### config.mk
export PLATFORM = sky130hd
export DESIGN_NAME = selective_repeat_sender_window
export DESIGN_NICKNAME = d
export VERILOG_FILES = /design/src/design/srsw_pkg.sv /design/src/design/srsw_ram.sv /design/src/design/selective_repeat_sender_window.sv
export SDC_FILE = /design/constraint.sdc
export NUM_CORES = 1
export LEC_CHECK = 0
export ABC_AREA = 1
export BUFFER_PORTS_ARGS = -buffer_cell sky130_fd_sc_hd__buf_2
export CORE_MARGIN = 8
export CORE_UTILIZATION = 30
export DETAILED_ROUTE_END_ITERATION = 16
export GPL_ROUTABILITY_DRIVEN = 1
export MAX_ROUTING_LAYER = met4
export PLACE_DENSITY = 0.44
export SYNTH_ARGS = -nofsm -noshare
export SYNTH_HDL_FRONTEND = slang
export SYNTH_SLANG_ARGS = --single-unit
### constraint.sdc
create_clock -name i_clk -period 10.8 [get_ports i_clk]
set_clock_uncertainty 0.15 [all_clocks]
set_input_delay 1.08 -clock i_clk [delete_from_list [all_inputs] [get_ports i_clk]]
set_output_delay 1.08 -clock i_clk [all_outputs]
set_load 0.01 [all_outputs]
### src/design/srsw_pkg.sv
// ----------------------------------------------------------------------------
// srsw_pkg
// Shared types, constants and sequence arithmetic for the selective repeat
// sender window.
// ----------------------------------------------------------------------------
package srsw_pkg;

    localparam int SEQ_SPACE    = 8;
    localparam int WINDOW       = 3;
    localparam int PAYLOAD_BITS = 32;
    localparam int SEQ_BITS     = $clog2(SEQ_SPACE);
    localparam int MEM_BITS     = PAYLOAD_BITS + 1;   // ack mark above payload

    localparam logic [SEQ_BITS-1:0] SEQ_RESET = SEQ_BITS'(1 % SEQ_SPACE);

    localparam logic [1:0] KIND_SEND   = 2'd0;
    localparam logic [1:0] KIND_ACK    = 2'd1;
    localparam logic [1:0] KIND_EXPIRE = 2'd2;

    typedef struct packed {
        logic [1:0]              kind;
        logic [PAYLOAD_BITS-1:0] payload;
        logic                    ack_ok;
        logic [SEQ_BITS-1:0]     ack_number;
        logic [SEQ_BITS-1:0]     expired_number;
    } t_item;

    typedef struct packed {
        logic                    accepted;
        logic                    window_full;
        logic                    tx_valid;
        logic [SEQ_BITS-1:0]     tx_seq;
        logic [PAYLOAD_BITS-1:0] tx_payload;
        logic                    timer_start;
        logic                    timer_stop;
        logic [SEQ_BITS-1:0]     timer_seq;
        logic [SEQ_BITS-1:0]     window_base;
    } t_result;

    typedef enum logic [1:0] {
        ST_IDLE,
        ST_EXEC,
        ST_SLIDE
    } t_state;

    function automatic logic [SEQ_BITS-1:0] seq_inc(input logic [SEQ_BITS-1:0] s);
        logic [SEQ_BITS-1:0] r;
        if (s == SEQ_BITS'(SEQ_SPACE - 1)) begin
            r = '0;
        end else begin
            r = s + SEQ_BITS'(1);
        end
        return r;
    endfunction

    // (a - b) mod SEQ_SPACE
    function automatic logic [SEQ_BITS-1:0] seq_dist(input logic [SEQ_BITS-1:0] a,
                                                      input logic [SEQ_BITS-1:0] b);
        logic [SEQ_BITS:0] d;
        if (a >= b) begin
            d = {1'b0, a} - {1'b0, b};
        end else begin
            d = {1'b0, a} + (SEQ_BITS+1)'(SEQ_SPACE) - {1'b0, b};
        end
        return d[SEQ_BITS-1:0];
    endfunction

    function automatic logic is_full(input logic [SEQ_BITS-1:0] next_s,
                                     input logic [SEQ_BITS-1:0] base_s);
        return int'(seq_dist(next_s, base_s)) >= WINDOW;
    endfunction

endpackage

### src/design/srsw_ram.sv
// ----------------------------------------------------------------------------
// srsw_ram
// Generic single-write, single-read RAM with registered read data.
// ----------------------------------------------------------------------------
module srsw_ram #(
    parameter int WIDTH = 8,
    parameter int DEPTH = 8
) (
    input  logic                     i_clk,
    input  logic                     i_we,
    input  logic [$clog2(DEPTH)-1:0] i_waddr,
    input  logic [WIDTH-1:0]         i_wdata,
    input  logic [$clog2(DEPTH)-1:0] i_raddr,
    output logic [WIDTH-1:0]         o_rdata
);

    logic [WIDTH-1:0] r_mem [DEPTH];
    logic [WIDTH-1:0] r_rdata;

    always_ff @(posedge i_clk) begin
        if (i_we) begin
            r_mem[i_waddr] <= i_wdata;
        end
        r_rdata <= r_mem[i_raddr];
    end

    assign o_rdata = r_rdata;

endmodule

### src/design/selective_repeat_sender_window.sv
// An accepted item passes the EXEC state and its result strobes on o_done
// from a register. An ack of the window base adds the SLIDE state, which steps
// past each acked entry. No new item is taken while busy; the slide walks the
// ack marks through the single read port of the packet RAM.
// Reset (i_rst_n low, synchronous): base = next = 1, window not full, idle.
// Results cannot be stalled; the receiver takes each o_done cycle as it comes.
// ----------------------------------------------------------------------------
// selective_repeat_sender_window
// Selective repeat sender window: stores outstanding packets with their ack
// marks in one RAM, handles sends, acks with window slide, and resends.
// ----------------------------------------------------------------------------
module selective_repeat_sender_window (
    input  logic              i_clk,
    input  logic              i_rst_n,
    input  logic              start,
    output logic              busy,
    input  srsw_pkg::t_item   i_item,
    output logic              o_done,
    output srsw_pkg::t_result o_result
);

    import srsw_pkg::*;

    t_state              r_state, n_state;
    logic [SEQ_BITS-1:0] r_start, n_start;
    logic [SEQ_BITS-1:0] r_next, n_next;
    logic                r_full, n_full;
    logic                r_done, n_done;
    t_item               r_item, n_item;
    t_result             r_res, n_res;

    logic                mem_we;
    logic [SEQ_BITS-1:0] mem_waddr;
    logic [MEM_BITS-1:0] mem_wdata;
    logic [SEQ_BITS-1:0] mem_raddr;
    logic [MEM_BITS-1:0] mem_rdata;
    logic                rd_mark;
    logic [PAYLOAD_BITS-1:0] rd_payload;

    srsw_ram #(
        .WIDTH (MEM_BITS),
        .DEPTH (SEQ_SPACE)
    ) u_store (
        .i_clk   (i_clk),
        .i_we    (mem_we),
        .i_waddr (mem_waddr),
        .i_wdata (mem_wdata),
        .i_raddr (mem_raddr),
        .o_rdata (mem_rdata)
    );

    assign rd_mark    = mem_rdata[PAYLOAD_BITS];
    assign rd_payload = mem_rdata[PAYLOAD_BITS-1:0];

    assign busy     = (r_state != ST_IDLE);
    assign o_done   = r_done;
    assign o_result = r_res;

    always_ff @(posedge i_clk) begin
        if (!i_rst_n) begin
            r_state <= ST_IDLE;
            r_start <= SEQ_RESET;
            r_next  <= SEQ_RESET;
            r_full  <= 1'b0;
            r_done  <= 1'b0;
        end else begin
            r_state <= n_state;
            r_start <= n_start;
            r_next  <= n_next;
            r_full  <= n_full;
            r_done  <= n_done;
        end
    end

    always_ff @(posedge i_clk) begin
        r_item <= n_item;
        r_res  <= n_res;
    end

    always_comb begin
        n_state   = r_state;
        n_start   = r_start;
        n_next    = r_next;
        n_full    = r_full;
        n_done    = 1'b0;
        n_item    = r_item;
        n_res     = '0;
        mem_we    = 1'b0;
        mem_waddr = r_start;
        mem_wdata = '0;
        mem_raddr = r_start;

        unique case (r_state)
            ST_IDLE: begin
                if (start) begin
                    n_item    = i_item;
                    n_state   = ST_EXEC;
                    mem_raddr = (i_item.kind == KIND_ACK) ? i_item.ack_number
                                                          : i_item.expired_number;
                end
            end

            ST_EXEC: begin
                n_state = ST_IDLE;
                n_done  = 1'b1;
                unique case (r_item.kind)
                    KIND_SEND: begin
                        if (!r_full) begin
                            mem_we            = 1'b1;
                            mem_waddr         = r_next;
                            mem_wdata         = {1'b0, r_item.payload};
                            n_res.accepted    = 1'b1;
                            n_res.tx_valid    = 1'b1;
                            n_res.tx_seq      = r_next;
                            n_res.tx_payload  = r_item.payload;
                            n_res.timer_start = 1'b1;
                            n_res.timer_seq   = r_next;
                            n_next            = seq_inc(r_next);
                            n_full            = is_full(seq_inc(r_next), r_start);
                        end
                    end
                    KIND_ACK: begin
                        if (r_item.ack_ok) begin
                            n_res.timer_stop = 1'b1;
                            n_res.timer_seq  = r_item.ack_number;
                            if (seq_dist(r_item.ack_number, r_start) <
                                seq_dist(r_next, r_start)) begin
                                mem_we    = 1'b1;
                                mem_waddr = r_item.ack_number;
                                if (r_item.ack_number == r_start) begin
                                    // base is passed at once; its mark is left clear
                                    mem_wdata = {1'b0, rd_payload};
                                    n_start   = seq_inc(r_start);
                                    mem_raddr = seq_inc(r_start);
                                    n_state   = ST_SLIDE;
                                    n_done    = 1'b0;
                                end else begin
                                    mem_wdata = {1'b1, rd_payload};
                                end
                            end
                        end
                    end
                    KIND_EXPIRE: begin
                        n_res.tx_valid    = 1'b1;
                        n_res.tx_seq      = r_item.expired_number;
                        n_res.tx_payload  = rd_payload;
                        n_res.timer_start = 1'b1;
                        n_res.timer_seq   = r_item.expired_number;
                    end
                    default: begin
                    end
                endcase
            end

            ST_SLIDE: begin
                // read data holds the entry at r_start
                if (r_start == r_next || !rd_mark) begin
                    n_full           = is_full(r_next, r_start);
                    n_res.timer_stop = 1'b1;
                    n_res.timer_seq  = r_item.ack_number;
                    n_done           = 1'b1;
                    n_state          = ST_IDLE;
                end else begin
                    mem_we    = 1'b1;
                    mem_waddr = r_start;
                    mem_wdata = {1'b0, rd_payload};
                    n_start   = seq_inc(r_start);
                    mem_raddr = seq_inc(r_start);
                end
            end

            default: begin
                n_state = ST_IDLE;
            end
        endcase

        n_res.window_full = n_full;
        n_res.window_base = n_start;
    end

    // results only leave as the block returns to idle
    a_done_idle: assert property (@(posedge i_clk) disable iff (!i_rst_n)
        o_done |-> !busy)
        else $error("result strobed while busy");

    a_full_flag: assert property (@(posedge i_clk) disable iff (!i_rst_n)
        (r_state == ST_IDLE) |-> (r_full == is_full(r_next, r_start)))
        else $error("full flag out of step with window occupancy");

    a_occupancy: assert property (@(posedge i_clk) disable iff (!i_rst_n)
        int'(seq_dist(r_next, r_start)) <= WINDOW)
        else $error("window holds more than WINDOW packets");

    a_send_taken: assert property (@(posedge i_clk) disable iff (!i_rst_n)
        (start && !busy && i_item.kind == KIND_SEND && !r_full)
            |=> ##1 (o_done && o_result.accepted))
        else $error("send with room not taken");

endmodule
After elaboration in Yosys (flattened, before gate mapping)
Memories as Yosys holds them, arrays and structs flattened. A register that Yosys moved wholly into a read port is not among the register bits.
Cells that the tools add are included.

word-level totals
  register bits = 97
  RAM bits = 264
  input bits = 44
  output and inout bits = 48
  logic and storage cells = 131
  memories kept = 1

cells by class
  $add $sub $neg = 11
  order comparisons = 6
  equal/unequal tests = 11
  mux-type cells = 73
  bitwise gates (word level) = 1
  reduce and logical (&&, ||, !) cells = 9

memory list
  memory         words  width  rd ports  clocked after Yosys merged registers in  write ports  line            text
  u_store.r_mem  8      33     1         1                                        1            srsw_ram.sv:17  logic [WIDTH-1:0] r_mem [DEPTH];

operator list
  operator             number
  $pmux 33 s2          2
  $mux 33              3
  $mux 3               31
  $pmux 37 s2          1
  $mux 32              2
  $mux 37              1
  $pmux 3 s3           2
  $sub 3x3->3          6
  $add 3x1->3 const B  5
  $mux 1               15
  $mux 2               6
  $pmux 3 s2           2
  $ge 3x3->1           3
  $mux 4               2
  $pmux 1 s2           4
  $pmux 4 s2           1
  $eq 2x1->1 const B   3
  $eq 3x3->1           2
  $eq 3x3->1 const B   2
  $ge 3x2->1 const B   2
  $pmux 2 s3           1
  $reduce_and 2->1     3
  $eq 2x2->1 const B   2
  $logic_not 2->1      2
  7 further kinds      8

Depth between registers and ports, before layout
  word-level depth = 15
  gate-level depth with buffers = 23
  depth with buffers taken out = 21

Modules after synthesis
A second synthesis with hierarchy kept.

second synthesis, totals
  cell total of the unflattened synthesis = 1671
  area total of the unflattened synthesis = 16648.5 um^2

modules (own cells, without submodules)
  module                          instances  cells each  area an instance (um^2)  seq. area each (um^2)
  srsw_ram                        1          1192        12226.7                  8588.2
  selective_repeat_sender_window  1          479         4421.7                   2332.2

Worst setup path before layout
No wires, ideal clock.

  path kind = register -> register
  start point = reg r_start[1]
  end point = mem u_store.r_mem[1][0] (netlist name), enable pin
  setup time = 0.423 ns
  arrival time = 4.061 ns
  data required time = 10.227 ns
  slack = 6.166 ns
  stages on the path, launching flop included = 16
  path buffers = 0
  clock period less this slack = 4.634 ns
  path through = dfxtp_1 inv_1 fa_1 xnor2_1 inv_1 ha_1 nand2_1 inv_1 nor2_1 nand3_1 nor2_2 inv_1 nand2_1 o21ai_0 or2_2 nor2_1

between the ends
  longest elaborated chain between the ends = 12
  elaborated cells on any way between the ends = 29
  classes of those cells = add/sub: 4; order compare: 3; eq/ne: 1; mux: 20; reduce/logical: 1

RTL lines
  item                                 line                                   text
  from (decl)                          selective_repeat_sender_window.sv:25   logic [SEQ_BITS-1:0] r_start, n_start;
  from (signal assigned)               selective_repeat_sender_window.sv:68   r_start <= n_start;
  $sub 3x3->3 (tied with other cells)  srsw_pkg.sv:63                         d = {1'b0, a} + (SEQ_BITS+1)'(SEQ_SPACE) - {1'b0, b};
  $mux 3                               srsw_pkg.sv:60                         if (a >= b) begin
  $mux 3                               selective_repeat_sender_window.sv:123  if (r_item.ack_ok) begin
  $mux 3                               selective_repeat_sender_window.sv:106  unique case (r_item.kind)
  $mux 3                               selective_repeat_sender_window.sv:93   unique case (r_state)
  $lt 3x3->1                           selective_repeat_sender_window.sv:126  if (seq_dist(r_item.ack_number, r_start) <
  $mux 1                               selective_repeat_sender_window.sv:126
  $mux 1                               selective_repeat_sender_window.sv:123
  $pmux 1 s2                           selective_repeat_sender_window.sv:106
  $pmux 1 s2                           selective_repeat_sender_window.sv:93
  $mux 1                               srsw_ram.sv:21                         if (i_we) begin
  $mux 1 (not written as such)         srsw_ram.sv:22                         r_mem[i_waddr] <= i_wdata;
  to (decl)                            srsw_ram.sv:17

Several ways; a longest one is shown, not always the timed one. The select of a mux whose other input is x is not followed.

Final worst setup path
  start point = reg r_start[1]
  end point = mem u_store.r_mem[4][13] (netlist name), enable pin

Same word-level chain as after synthesis.

==> results.json <==
{
  "dp_slack_ns": 5.86,
  "final_cells": 2641,
  "numCtsBuffers": 46,
  "p_leak_nw": 8.76,
  "post_dp_cell_area_sq_um": 18300,
  "syn-num-nets": 1839,
  "synth_cell_types": 37,
  "fin_crit_sh": 0.452,
  "grt_pass1_vias": 11914,
  "critPathSlowestCell": "dfxtp_1",
  "routed_via_density": 4.50,
  "ios": 92,
  "path_cells": "inv_1 -> fa_1 -> xnor2_1 -> inv_1 -> ha_1 -> nand2_1 -> inv_1 -> nor2_1 -> nand3_1 -> nor2_2 -> inv_1 -> nand2_1 -> buf_4 -> o21ai_0 -> inv_1 -> nand2_1 -> nor2_4 -> buf_4",
  "die_x_microns": 254,
  "grt.overflow.total": 0,
  "min_to": "o_result[32]",
  "grt_first_pass_wirelength_microns": 71200,
  "yosys.area.top_type": "edfxtp_1",
  "ant_nets": 0,
  "drt-initial-drc-count": 639,
  "crit_fanout": 33,
  "n_fill_cell": 5762,
  "root_buffer": "clkbuf_16",
  "cts_sinks": 393,
  "cts_max_level": 2,
  "clkLatencyLatePin_ns": 0.56,
  "yosysTopAreaCellShare": 0.538,
  "dr_total_vias": 11877,
  "portBuffers": 91,
  "yosys_warnings": 0,
  "tightest_slew_ns": 1.20,
  "drv_slew": 0,
  "track_usage": 0.148,
  "syn_to_final_growth_pct": 15.8,
  "setup_violations": 0,
  "finalWirelength_microns": 46300,
  "cts_resized": 0,
  "antenna_found_initial": 0,
  "stdcell_area_sq_um": 19700,
  "critical_path_class": "flop to flop",
  "reg2reg_from": "r_start[1]",
  "cts_buffer_depth": 3,
  "worstSetupStartpointType": "flop",
  "gp_congestion": 0.835,
  "whs_path_depth": 2,
  "start_util": 0.303,
  "holdCritStartpoint": "u_store.o_rdata[24]",
  "setup_tns_ns": 0,
  "cp_data_arrival_time_ns": 4.95,
  "core-area_sq_um": 56300,
  "rsz0062_at_grt": "no",
  "die_height_microns": 254,
  "design.die.area_sq_um": 64700,
  "dp_hpwl_microns": 25000,
  "setup.worst_path.end_class": "flop",
  "ys_seq_elements": 393,
  "finalWorstPathRequiredPeriod_ns": 4.89,
  "p_per_area_nw_per_um2": 187,
  "synth.area.top_cells": "edfxtp_1, dfxtp_1, nand2_1, nand3_1, inv_1",
  "diodes": 0,
  "report.final.hold_viol_count": 0,
  "grt_max_degree": 133,
  "ir_drop_mv": 0.104,
  "cp_common_cell": "inv_1",
  "synthCells": 1773,
  "placed_cells": 2556,
  "clk_pin_slew_ns": 0.06,
  "critPathMaxStageDelay_ns": 0.55,
  "maxSlewHeadroom": 0.203,
  "synth_area_sq_um": 17000,
  "ff2ff_path_depth": 18,
  "r2r_end": "u_store.r_mem[4][13]",
  "synth_seq_area_share": 0.641,
  "rrSetupSlack_ns": 5.91,
  "cts_tree": "done",
  "post_cts_buffers": 0,
  "drv_cap": 0,
  "cts_hold_buf": 0,
  "drc_errors": 0,
  "drive_above_1_share": 0.109,
  "worstPathRequired_ns": 10.86,
  "max_freq_ghz": 0.205,
  "rows": 87,
  "wire_per_inst_microns": 17.5,
  "synth_area_per_cell_sq_um": 9.61,
  "setup_ws_ns": 5.91,
  "status": "completed",
  "dr.pass1.iters": 5,
  "min_path_type": "flop to flop",
  "final_nets": 1914
}
[state kept, by name (all words and copies together), names as in the netlist]
| register | flops |
|---|---|
| r_full | 1 |
| u_store.o_rdata | 33 |
| r_next | 3 |
| u_store.r_mem | 264 |
| r_state | 2 |
| o_done | 1 |
| o_result | 45 |
| r_start | 3 |
| r_item | 41 |
[power by group]
group	leakage (nW)	switching, W	total [W]	internal [W]
Clock	0.711	0.000607	0.00150	0.000894
Sequential	3.37	0.0000375	0.00172	0.00169
Combinational	4.68	0.000334	0.000469	0.000135
Total	8.76	0.000978	0.00369	0.00272
[cell usage in the layout, fill, tap and decap left out, types with 22 or more instances in the layout]
cell type / n
a21oi_1: 81
buf_2: 91
buf_4: 22
clkbuf_16: 47
dfxtp_1: 88
edfxtp_1: 305
inv_1: 307
nand2_1: 462
nand3_1: 276
nor2_1: 78
[cells in the mapped netlist]
cell and count:
nand2_1 463, inv_1 309, edfxtp_1 305, nand3_1 276, dfxtp_1 88, nor2_1 88
a21oi_1 81, clkbuf_1 35, buf_2 29, ha_1 18, o21ai_0 17, buf_1 9
buf_6 7, buf_4 5, fa_1 4, nand2_2 4, o211ai_1 4, inv_2 3
or2_2 3, clkinv_1 2, nand3_2 2, nor2_2 2, nor3_1 2, o22ai_1 2
xnor2_1 2, xor2_1 2, a211oi_1 1, a31oi_1 1, a41oi_1 1, clkbuf_4 1
nand3b_1 1, nand4_1 1, nand4_4 1, nor2_4 1, o21bai_1 1, o221ai_1 1
or2_1 1
[layer usage]
layer,vias to the layer above,share of wire,routed length (microns),global-route usage
li1,5854,-,-,-
met1,5685,0.47,21900,0.194
met2,262,0.45,20900,0.232
met3,76,0.052,2430,0.0253
met4,0,0.025,1140,0.0477
met5,-,0,0,-
[area by class of cell]
class | count | area [sq um] | share of cell area
multi-input cells | 980 | 4600 | 0.233
clock buffers | 69 | 1330 | 0.0674
repair buffers | 113 | 621 | 0.0315
inverters | 314 | 1180 | 0.0598
clock inverters | 16 | 128 | 0.00647
flip-flops and latches | 393 | 10900 | 0.554
well taps | 756 | 946 | 0.0480
[critical path, delay by kind of cell (launching register included)]
family	cells	cell delay, ns
XOR/XNOR	1	0.16
adder cells (fa/ha/maj)	2	0.80
AND/OR/NAND/NOR	7	1.11
buffers and inverters	7	1.53
AO/OA/AOI/OAI	1	0.21
flip-flops	1	0.55
[metrics by stage]
stage	hold WS, ns	total power [W]	util
detailed placement	0.331	0.00223	0.325
global placement	0.320	0.00223	0.325
CTS	0.347	0.00375	0.350
floorplan	0.307	0.00208	-
finish	0.344	0.00369	0.350
global route	0.374	0.00387	0.350
[kinds of logic (layout without fill, tap and decap cells)]
logic type | after synthesis | after routing | share of synthesized area
compound gates | 109 | 109 | 0.0336
xor+xnor | 4 | 4 | 0.00206
fa+ha+maj | 22 | 22 | 0.0179
buf+inv | 400 | 512 | 0.0947
flops | 393 | 393 | 0.641
simple gates | 845 | 845 | 0.211
[how the worst max path moves through the flow]
stage	startpoint	endpoint	slack (ns)
global route	r_start[1]	u_store.r_mem[4][20]	5.39
floorplan	r_start[1]	u_store.r_mem[1][0]	6.17
finish	r_start[1]	u_store.r_mem[4][13]	5.91
global placement	r_start[1]	u_store.r_mem[6][6]	6.00
detailed placement	r_start[1]	u_store.r_mem[4][16]	5.86
CTS	r_start[1]	u_store.r_mem[4][20]	5.84
No activity file was read; power rests on OpenSTA's default activity.
